File: src/design/pdfu_pkg.sv
// Shared types and constants for the PDF literal string unescaper.
`default_nettype none
package pdfu_pkg;

	localparam logic [1:0] MODE_PLAIN     = 2'd0;
	localparam logic [1:0] MODE_BACKSLASH = 2'd1;
	localparam logic [1:0] MODE_OCTAL     = 2'd2;

	localparam logic [2:0] OCTAL_MAX_DIGITS = 3'd3;

	localparam logic [7:0] CH_BACKSLASH = 8'h5C;
	localparam logic [7:0] CH_ZERO      = 8'h30;
	localparam logic [7:0] CH_SEVEN     = 8'h37;
	localparam logic [7:0] CH_LPAREN    = 8'h28;
	localparam logic [7:0] CH_RPAREN    = 8'h29;
	localparam logic [7:0] CH_N         = 8'h6E;
	localparam logic [7:0] CH_R         = 8'h72;
	localparam logic [7:0] CH_T         = 8'h74;
	localparam logic [7:0] CH_B         = 8'h62;
	localparam logic [7:0] CH_F         = 8'h66;
	localparam logic [7:0] CH_LF        = 8'h0A;
	localparam logic [7:0] CH_CR        = 8'h0D;
	localparam logic [7:0] CH_TAB       = 8'h09;
	localparam logic [7:0] CH_BS        = 8'h08;
	localparam logic [7:0] CH_FF        = 8'h0C;

	typedef struct packed {
		logic [7:0] out_byte;
		logic       run_last;
		logic       string_last;
	} res_t;

	typedef struct packed {
		logic [1:0] mode;
		logic [7:0] value;
		logic [1:0] digits;
	} esc_state_t;

	// Results produced by one input byte, zero to two
	typedef struct packed {
		logic [1:0] n;
		res_t       r0;
		res_t       r1;
	} push_t;

endpackage
`default_nettype wire

File: src/design/pdfu_decode.sv
// Combinational escape decoder: one input byte plus current state to results and next state.
`default_nettype none
module pdfu_decode (
	input  wire logic [7:0]         in_byte,
	input  wire logic               in_last,
	input  wire pdfu_pkg::esc_state_t cur,
	output pdfu_pkg::esc_state_t    nxt,
	output pdfu_pkg::push_t         push
);

	logic [7:0] mapped;
	logic       is_mapped;
	logic       is_oct;
	logic [2:0] digit;
	logic [7:0] acc;
	logic [2:0] cnt;

	always_comb begin
		is_mapped = 1'b1;
		case (in_byte)
			pdfu_pkg::CH_LPAREN:    mapped = pdfu_pkg::CH_LPAREN;
			pdfu_pkg::CH_RPAREN:    mapped = pdfu_pkg::CH_RPAREN;
			pdfu_pkg::CH_BACKSLASH: mapped = pdfu_pkg::CH_BACKSLASH;
			pdfu_pkg::CH_N:         mapped = pdfu_pkg::CH_LF;
			pdfu_pkg::CH_R:         mapped = pdfu_pkg::CH_CR;
			pdfu_pkg::CH_T:         mapped = pdfu_pkg::CH_TAB;
			pdfu_pkg::CH_B:         mapped = pdfu_pkg::CH_BS;
			pdfu_pkg::CH_F:         mapped = pdfu_pkg::CH_FF;
			default: begin
				mapped    = in_byte;
				is_mapped = 1'b0;
			end
		endcase
	end

	assign is_oct = in_byte inside {[pdfu_pkg::CH_ZERO : pdfu_pkg::CH_SEVEN]};
	assign digit  = in_byte[2:0];
	assign acc    = {cur.value[4:0], digit};
	assign cnt    = {1'b0, cur.digits} + 3'd1;

	always_comb begin
		nxt       = '{mode: pdfu_pkg::MODE_PLAIN, value: 8'd0, digits: 2'd0};
		push      = '0;
		case (cur.mode)
			pdfu_pkg::MODE_BACKSLASH: begin
				if (!is_mapped && is_oct) begin
					if (in_last) begin
						push.n  = 2'd1;
						push.r0 = '{out_byte: {5'd0, digit}, run_last: 1'b1, string_last: 1'b1};
					end else begin
						nxt = '{mode: pdfu_pkg::MODE_OCTAL, value: {5'd0, digit}, digits: 2'd1};
					end
				end else begin
					push.n  = 2'd1;
					push.r0 = '{out_byte: mapped, run_last: 1'b1, string_last: in_last};
				end
			end
			pdfu_pkg::MODE_OCTAL: begin
				if (is_oct) begin
					if (cnt >= pdfu_pkg::OCTAL_MAX_DIGITS || in_last) begin
						push.n  = 2'd1;
						push.r0 = '{out_byte: acc, run_last: 1'b1, string_last: in_last};
					end else begin
						nxt = '{mode: pdfu_pkg::MODE_OCTAL, value: acc, digits: cnt[1:0]};
					end
				end else begin
					// Flush the run, then treat the byte as plain
					push.r0 = '{out_byte: cur.value, run_last: 1'b0, string_last: 1'b0};
					if (in_byte == pdfu_pkg::CH_BACKSLASH && !in_last) begin
						push.n          = 2'd1;
						push.r0.run_last = 1'b1;
						nxt.mode        = pdfu_pkg::MODE_BACKSLASH;
					end else begin
						push.n  = 2'd2;
						push.r1 = '{out_byte: in_byte, run_last: 1'b1, string_last: in_last};
					end
				end
			end
			default: begin
				if (in_byte == pdfu_pkg::CH_BACKSLASH && !in_last) begin
					nxt.mode = pdfu_pkg::MODE_BACKSLASH;
				end else begin
					push.n  = 2'd1;
					push.r0 = '{out_byte: in_byte, run_last: 1'b1, string_last: in_last};
				end
			end
		endcase
	end

endmodule
`default_nettype wire

File: src/design/pdfu_outbuf.sv
// Two-entry result queue that feeds the output stream.
`default_nettype none
module pdfu_outbuf (
	input  wire logic            clk,
	input  wire logic            arst_n,
	input  wire pdfu_pkg::push_t push,
	input  wire logic            pop,
	output logic [1:0]           free,
	output logic                 head_valid,
	output pdfu_pkg::res_t       head
);

	pdfu_pkg::res_t e0_q, e1_q;
	logic [1:0]     count_q;
	logic [1:0]     cnt_after;

	assign cnt_after  = count_q - {1'b0, pop};
	assign free       = 2'd2 - cnt_after;
	assign head_valid = count_q != 2'd0;
	assign head       = e0_q;

	always_ff @(posedge clk or negedge arst_n) begin
		if (!arst_n) begin
			count_q <= 2'd0;
		end else begin
			count_q <= cnt_after + push.n;
		end
	end

	always_ff @(posedge clk) begin
		if (cnt_after == 2'd0) begin
			e0_q <= push.r0;
			e1_q <= push.r1;
		end else begin
			if (pop) begin
				e0_q <= e1_q;
			end
			if (cnt_after == 2'd1) begin
				e1_q <= push.r0;
			end
		end
	end

	a_count_max: assert property (@(posedge clk) disable iff (!arst_n)
		count_q != 2'd3) else $error("result queue overfilled");
	a_push_fits: assert property (@(posedge clk) disable iff (!arst_n)
		push.n <= free) else $error("push larger than free space");
	a_pop_nonempty: assert property (@(posedge clk) disable iff (!arst_n)
		pop |-> count_q != 2'd0) else $error("pop from empty queue");

endmodule
`default_nettype wire

File: src/design/pdf_literal_string_unescaper_core.sv
// Top level of the PDF literal string unescaper: input stage, escape state and result queue.
//
//  channel | dir | tdata              | side bands
//  s_axis  | in  | [7:0] in_byte      | tlast = in_last
//  m_axis  | out | [7:0] out_byte     | tuser[0] = run_last, tlast = string_last
//
// One byte per cycle is taken while the result queue has room. A byte is decoded from the input
// register into the two-entry result queue, which drains one result per cycle while m_axis_tready
// is high, so a byte giving two results holds the input register until both fit. A result is
// offered on m_axis after passing the input register and the result queue. Reset clears escape
// state and queue; m_axis stalls back up through the queue into s_axis_tready.
`default_nettype none
module pdf_literal_string_unescaper_core (
	input  wire logic       clk,
	input  wire logic       arst_n,
	input  wire logic       s_axis_tvalid,
	output logic            s_axis_tready,
	input  wire logic [7:0] s_axis_tdata,   // [7:0] in_byte
	input  wire logic       s_axis_tlast,
	output logic            m_axis_tvalid,
	input  wire logic       m_axis_tready,
	output logic [7:0]      m_axis_tdata,   // [7:0] out_byte
	output logic [0:0]      m_axis_tuser,   // [0] run_last
	output logic            m_axis_tlast
);

	logic                 valid_s1;
	logic [7:0]           byte_s1;
	logic                 last_s1;
	pdfu_pkg::esc_state_t state_q;
	pdfu_pkg::esc_state_t state_nxt;
	pdfu_pkg::push_t      dec_push;
	pdfu_pkg::push_t      buf_push;
	pdfu_pkg::res_t       head;
	logic [1:0]           free;
	logic                 head_valid;
	logic                 pop;
	logic                 advance;

	pdfu_decode u_decode (
		.in_byte (byte_s1),
		.in_last (last_s1),
		.cur     (state_q),
		.nxt     (state_nxt),
		.push    (dec_push)
	);

	assign pop     = head_valid && m_axis_tready;
	assign advance = valid_s1 && (dec_push.n <= free);

	always_comb begin
		buf_push = dec_push;
		if (!advance) begin
			buf_push.n = 2'd0;
		end
	end

	pdfu_outbuf u_outbuf (
		.clk        (clk),
		.arst_n     (arst_n),
		.push       (buf_push),
		.pop        (pop),
		.free       (free),
		.head_valid (head_valid),
		.head       (head)
	);

	assign s_axis_tready = !valid_s1 || advance;
	assign m_axis_tvalid = head_valid;
	assign m_axis_tdata  = head.out_byte;
	assign m_axis_tuser  = head.run_last;
	assign m_axis_tlast  = head.string_last;

	always_ff @(posedge clk or negedge arst_n) begin
		if (!arst_n) begin
			valid_s1 <= 1'b0;
			state_q  <= '{mode: pdfu_pkg::MODE_PLAIN, value: 8'd0, digits: 2'd0};
		end else begin
			if (s_axis_tready) begin
				valid_s1 <= s_axis_tvalid;
			end
			if (advance) begin
				state_q <= state_nxt;
			end
		end
	end

	always_ff @(posedge clk) begin
		if (s_axis_tready && s_axis_tvalid) begin
			byte_s1 <= s_axis_tdata;
			last_s1 <= s_axis_tlast;
		end
	end

	a_octal_digits: assert property (@(posedge clk) disable iff (!arst_n)
		state_q.mode == pdfu_pkg::MODE_OCTAL |-> state_q.digits == 2'd1 || state_q.digits == 2'd2)
		else $error("octal run with bad digit count");
	a_clear_acc: assert property (@(posedge clk) disable iff (!arst_n)
		state_q.mode != pdfu_pkg::MODE_OCTAL |-> state_q.value == 8'd0 && state_q.digits == 2'd0)
		else $error("accumulator not cleared outside octal run");
	a_hold_s1: assert property (@(posedge clk) disable iff (!arst_n)
		valid_s1 && !advance |=> valid_s1 && $stable(byte_s1) && $stable(last_s1))
		else $error("stalled input stage lost its byte");
	a_last_flush: assert property (@(posedge clk) disable iff (!arst_n)
		advance && last_s1 |=> state_q.mode == pdfu_pkg::MODE_PLAIN)
		else $error("final byte left escape pending");

endmodule
`default_nettype wire
File: config.mk
export PLATFORM = sky130hd
export DESIGN_NAME = pdf_literal_string_unescaper_core
export DESIGN_NICKNAME = d
export VERILOG_FILES = /design/src/design/pdfu_pkg.sv /design/src/design/pdfu_decode.sv /design/src/design/pdfu_outbuf.sv /design/src/design/pdf_literal_string_unescaper_core.sv
export SDC_FILE = /design/constraint.sdc
export NUM_CORES = 1
export LEC_CHECK = 0
export BUFFER_PORTS_ARGS = -buffer_cell sky130_fd_sc_hd__buf_4
export CAP_MARGIN = 20
export CORE_ASPECT_RATIO = 0.5
export CORE_MARGIN = 2
export CORE_UTILIZATION = 25
export DETAILED_ROUTE_END_ITERATION = 16
export PLACE_DENSITY = 0.47
export SYNTH_ARGS = -nofsm -noshare
export SYNTH_HDL_FRONTEND = slang
export SYNTH_SLANG_ARGS = --single-unit
File: constraint.sdc
create_clock -name clk -period 3.5 [get_ports clk]
set_clock_uncertainty 0.05 [all_clocks]
set_input_delay 0.7 -clock clk [delete_from_list [all_inputs] [get_ports clk]]
set_output_delay 0.7 -clock clk [all_outputs]
set_load 0.03 [all_outputs]
-- After elaboration in Yosys (flattened, before gate mapping)
Cells that the tools add are included.
- bits in registers: 44
- input bits: 13
- output and inout bits: 12
- logic and storage cells: 74
- add/sub/neg operators: 4
- magnitude comparators: 4
- equality and inequality tests: 11
- multiplexer cells: 26
- reduce and logical (&&, ||, !) cells: 16
- operators by type and width (kind ; number):
    two-way mux 10 bit ; 8
    one-hot mux 8 bit (8 select lines) ; 1
    two-way mux 12 bit ; 5
    equality test 8 x 7 -> 1 bit (second input constant) ; 6
    two-way mux 11 bit ; 3
    one-hot mux 12 bit (2 select lines) ; 1
    one-hot mux 10 bit (2 select lines) ; 1
    equality test 8 x 6 -> 1 bit (second input constant) ; 2
    greater-or-equal comparator 8 x 6 -> 1 bit (second input constant) ; 1
    less-or-equal comparator 8 x 6 -> 1 bit (second input constant) ; 1
    OR reduction 8 bit ; 1
    logical AND 1 bit ; 6
    two-way mux 2 bit ; 3
    nonzero test 2 bit ; 3
    equality test 2 x 1 -> 1 bit (second input constant) ; 2
    one-hot mux 2 bit (2 select lines) ; 1
    adder 2 x 1 -> 3 bit (second input constant) ; 1
    greater-or-equal comparator 3 x 2 -> 1 bit (second input constant) ; 1
    zero test 1 bit ; 3
    two-way mux 1 bit ; 3
    adder 2 bit ; 1
    equality test 2 bit (second input constant) ; 1
    less-or-equal comparator 2 bit ; 1
    zero test 2 bit ; 1
    other kinds (3) ; 4

-- Logic depth before layout (Yosys ltp)
- word-level depth: 11
- depth in mapped cells: 15
- depth with buffers taken out: 13

-- Modules after synthesis
A second synthesis with hierarchy kept.
- cells, all modules: 241
- area, all modules: 2742.6 sq um
- modules (own cells, without submodules) (module ; times used ; cells an instance ; area each (sq um) ; seq. area each (sq um)):
    pdfu_outbuf ; 1 ; 56 ; 997.2 ; 650.6
    pdf_literal_string_unescaper_core ; 1 ; 50 ; 890.9 ; 595.6
    pdfu_decode ; 1 ; 135 ; 854.6 ; 0.0

-- Worst setup path before layout
Ideal clock, no wire load.
- kind: register to register
- start point: reg byte_s1[1]
- end point: reg u_outbuf.count_q[1]
- library setup time: 0.129 ns
- data arrival time: 3.273 ns
- data required time: 3.321 ns
- path slack: 0.048 ns
- stages on the path, launching flop included: 16
- path buffers: 3
- clock period less this slack: 3.452 ns
- cell sequence: edfxtp_1 -> buf_2 -> or3b_2 -> or4_1 -> buf_2 -> a21boi_1 -> o22ai_2 -> ha_1 -> nand2_1 -> o21ai_0 -> nand2_1 -> clkbuf_1 -> nor2_1 -> ha_1 -> xnor2_1 -> xor2_1
- longest elaborated chain between the ends: 11
- elaborated cells on any way between the ends: 25
- those cells by class: add/sub: 1; order compare: 3; eq/ne: 8; mux: 7; reduce/logical: 6
- RTL lines (item ; RTL line ; RTL):
    start, declared ; pdf_literal_string_unescaper_core.sv:28 ; logic [7:0] byte_s1;
    start signal, assigned ; pdf_literal_string_unescaper_core.sv:90 ; byte_s1 <= s_axis_tdata;
    equality test 8 x 6 -> 1 bit (tied with other cells) ; pdfu_decode.sv:20 ; case (in_byte)
    OR reduction 8 bit (no line) ; - ;
    two-way mux 1 bit ; pdfu_decode.sv:20 ;
    zero test 1 bit ; pdfu_decode.sv:46 ; if (!is_mapped && is_oct) begin
    logical AND 1 bit ; pdfu_decode.sv:46 ;
    two-way mux 12 bit ; pdfu_decode.sv:46 ;
    one-hot mux 12 bit (2 select lines) * ; pdfu_decode.sv:44 ; case (cur.mode)
    less-or-equal comparator 2 bit ; pdf_literal_string_unescaper_core.sv:49 ; assign advance = valid_s1 && (dec_push.n <= free);
    logical AND 1 bit ; pdf_literal_string_unescaper_core.sv:49 ;
    two-way mux 2 bit * ; pdf_literal_string_unescaper_core.sv:53 ; if (!advance) begin
    adder 2 bit * ; pdfu_outbuf.sv:26 ; count_q <= cnt_after + push.n;
    end signal, assigned ; pdfu_outbuf.sv:26 ;
    end, declared ; pdfu_outbuf.sv:14 ; logic [1:0] count_q;
Every way passes the cells marked *; elsewhere a longest branch is shown, timed or not.
A chain may end at the register's enable or synchronous reset.

-- Worst setup path after layout
- start point: reg byte_s1[0]
- end point: out s_axis_tready
- longest elaborated chain between the ends: 10
- elaborated cells on any way between the ends: 24
- those cells by class: order compare: 3; eq/ne: 8; mux: 6; reduce/logical: 7
- RTL lines (item ; RTL line ; RTL):
    equality test 8 x 6 -> 1 bit (tied with other cells) ; pdfu_decode.sv:20 ;
    OR reduction 8 bit (no line) ; - ;
    two-way mux 1 bit ; pdfu_decode.sv:20 ;
    zero test 1 bit ; pdfu_decode.sv:46 ;
    logical AND 1 bit ; pdfu_decode.sv:46 ;
    two-way mux 12 bit ; pdfu_decode.sv:46 ;
    one-hot mux 12 bit (2 select lines) * ; pdfu_decode.sv:44 ;
    less-or-equal comparator 2 bit * ; pdf_literal_string_unescaper_core.sv:49 ;
    logical AND 1 bit * ; pdf_literal_string_unescaper_core.sv:49 ;
    logical OR 1 bit * ; pdf_literal_string_unescaper_core.sv:68 ; assign s_axis_tready = !valid_s1 || advance;
    end, declared ; pdf_literal_string_unescaper_core.sv:17 ; output logic s_axis_tready,
Marked as above.

==> metrics.txt <==
WP data required 2.75 ns; initial antenna violation count 0; leading area contributor after synthesis edfxtp_1; clock root buffer clkbuf_16; CP Capture Type primary output; Final TNS setup 0 ns; MaxCap Viol Count 0; total track usage 0.133; top-count cell post-synth edfxtp_1; RR Endpoint u_outbuf.count_q[1]; Die Ht 75.7 um; cell row count 26; FF+latch count, synth 44; WL final 7260 um; Total Die Area approximately 0.011 mm2; final std cells w/o fill 444; Pins Over Slew Limit 0; Placement Setup Slack roughly 0.14 ns; Max-slew headroom 0.586; dpl cells 430; Fmax 294 MHz; Detailed Route Iter0 Violations 182; Mapped Nets between 200 and 300; flop2flop setup slack around 0.36 ns; clk_lat worst skew between 0.2 and 0.3 ns; outcome finished clean; CP endpoint s_axis_tready; Synth Area per Inst 9.98 um2; CTS clock-pin slew for the worst setup and hold paths 0.06 ns; Die X roughly 150 um; R2R cell count 14; CTS tree done; IO Count 25; top cell types by occurrence after synthesis edfxtp_1, nand2_1, nor2_1, o21ai_0, dfrtp_1; fraction of layout cells with a size suffix above 1 0.286; total grt overflow 0; Mapped Cells 258; Placer Congestion around 0.88; slack of the critical path 0.0940 ns; clk sinks 44; final period utilization 0.973; Cell Pwr Density 989 mW/mm2; ANT nets after route 0; first-pass GRT wire length 11400 um; largest net degree at the start of global routing 29; kind of critical path reg2out; synth unique cells 55; Synth top area share 0.338; Final Hold Vio Count 0; Synth Warn # 0; count of flip-flops with a built-in enable after synthesis 29; CP startpoint byte_s1[0]; Core ar. 0.0101 mm2; Tightest Pin Transition 0.615 ns; Routed WL per cell 16.4 um; Post-Synthesis Cell Area 0.00257 mm2; via/cell ratio 5.02; vias in the first global route 2085; post-DP HPWL approximately 5400 um; CTS Buffer Depth 2; ys async rst share 0.341; Via Count 2231; NumNets Final around 320; CP startpoint kind flop; fin crit period 3.41 ns; sequential element share of the synthesized area 0.484; ys flop type edfxtp_1; Area Overhead vs Synth 30.1%; class of the worst hold path in2async; drt pass-1 iters 6; RR Startpoint byte_s1[0]; VDD IR max 0.000356 V; WHS 0.212 ns; Inserted Clock Buffers 5; ant diodes 0; H-tree Lvls 2; top cells by area in the synthesized netlist edfxtp_1, dfrtp_1, ha_1; I/O Buffers 24; Post-route DRC 0; Starting Density 0.254; final core occ 0.331; P_leak 1.30 nW; Worst EP arrival 2.66 ns; Finish-stage setup viols 0; Max FO, Critical Path 3
cells in the final DEF, fill, tap and decap left out, types with 4 or more instances in the layout:
| master | count |
|---|---|
| a211oi_1 | 4 |
| a21oi_1 | 11 |
| a22o_1 | 9 |
| a31oi_1 | 6 |
| buf_4 | 54 |
| clkbuf_16 | 5 |
| dfrtp_1 | 15 |
| edfxtp_1 | 29 |
| ha_1 | 6 |
| inv_1 | 10 |
| nand2_1 | 17 |
| nand2b_1 | 4 |
| nand3_1 | 7 |
| nand4_1 | 4 |
| nor2_1 | 18 |
| nor2b_1 | 4 |
| nor3_1 | 4 |
| nor4_1 | 4 |
| o21ai_0 | 15 |
| or2_2 | 4 |
worst min-delay path by stage:
| stage | to | slack (ns) | cells after the start |
|---|---|---|---|
| floorplan | state_q[0] | 0.35 | 0 |
| global placement | state_q[7] | 0.45 | 1 |
| detailed placement | state_q[9] | 0.44 | 2 |
| CTS | u_outbuf.count_q[1] | 0.21 | 1 |
| global route | valid_s1 | 0.22 | 1 |
| finish | valid_s1 | 0.21 | 1 |
critical path, stage by stage (launching register included):
cell      delay [ns]
edfxtp_1        0.39
or3b_4          0.42
or4_4           0.54
buf_6           0.15
a21boi_2        0.13
o22ai_2         0.10
ha_4            0.28
nand2_2         0.04
o21ai_2         0.06
inv_1           0.06
nand2_2         0.07
buf_6           0.13
where the power goes:
part / switching [mW] / internal [mW]
logic: 1.05 / 0.739
clock network: 0.191 / 0.376
registers: 0.0768 / 0.881
sequential cells by signal (all words and copies together), names as in the netlist:
signal and cells:
u_outbuf.count_q 2, last_s1 1, byte_s1 8, state_q 12
u_outbuf.head 10, valid_s1 1, u_outbuf.e1_q 10
layout make-up:
class	instances	area, um2
clock inverter	1	30.0
tap	140	175
sequential	44	1250
multi-input combinational	185	1270
clock buffer	7	153
fill	1025	6770
timing repair buffer	56	428
inverter	11	41.3
per-stage QoR:
stage          area (um2)  total power, mW
6_report             3350             3.31
5_1_grt              3350             3.54
4_1_cts              3260             3.20
3_5_place_dp         3050             2.59
3_3_place_gp         3050             2.59
2_1_floorplan        2570             1.99
cell families after synthesis:
logic type | Yosys count | share of synthesized area
AND/OR/NAND/NOR | 93 | 0.202
AO/OA/AOI/OAI | 78 | 0.208
flip-flops | 44 | 0.484
buffers and inverters | 29 | 0.0442
adder cells (fa/ha/maj) | 8 | 0.0389
XOR/XNOR | 5 | 0.0170
multiplexers | 1 | 0.00583
layer usage:
layer  share of wire  global-route usage  up-vias  wire [um]
met2            0.41               0.196       79       2990
met1            0.51               0.195     1079       3720
met4           0.011              0.0395        0         78
met3           0.065              0.0335        8        470
li1                -                   -     1065          -
met5               0                   0        -          0
repair_timing:
item	CTS	global route
hold buffers	0	0
resized for setup	6	13
gates cloned	0	0
buffers inserted	2	4
pin swaps	2	11
setup endpoints to repair	1	1
Power figures use the tool's default switching activity.
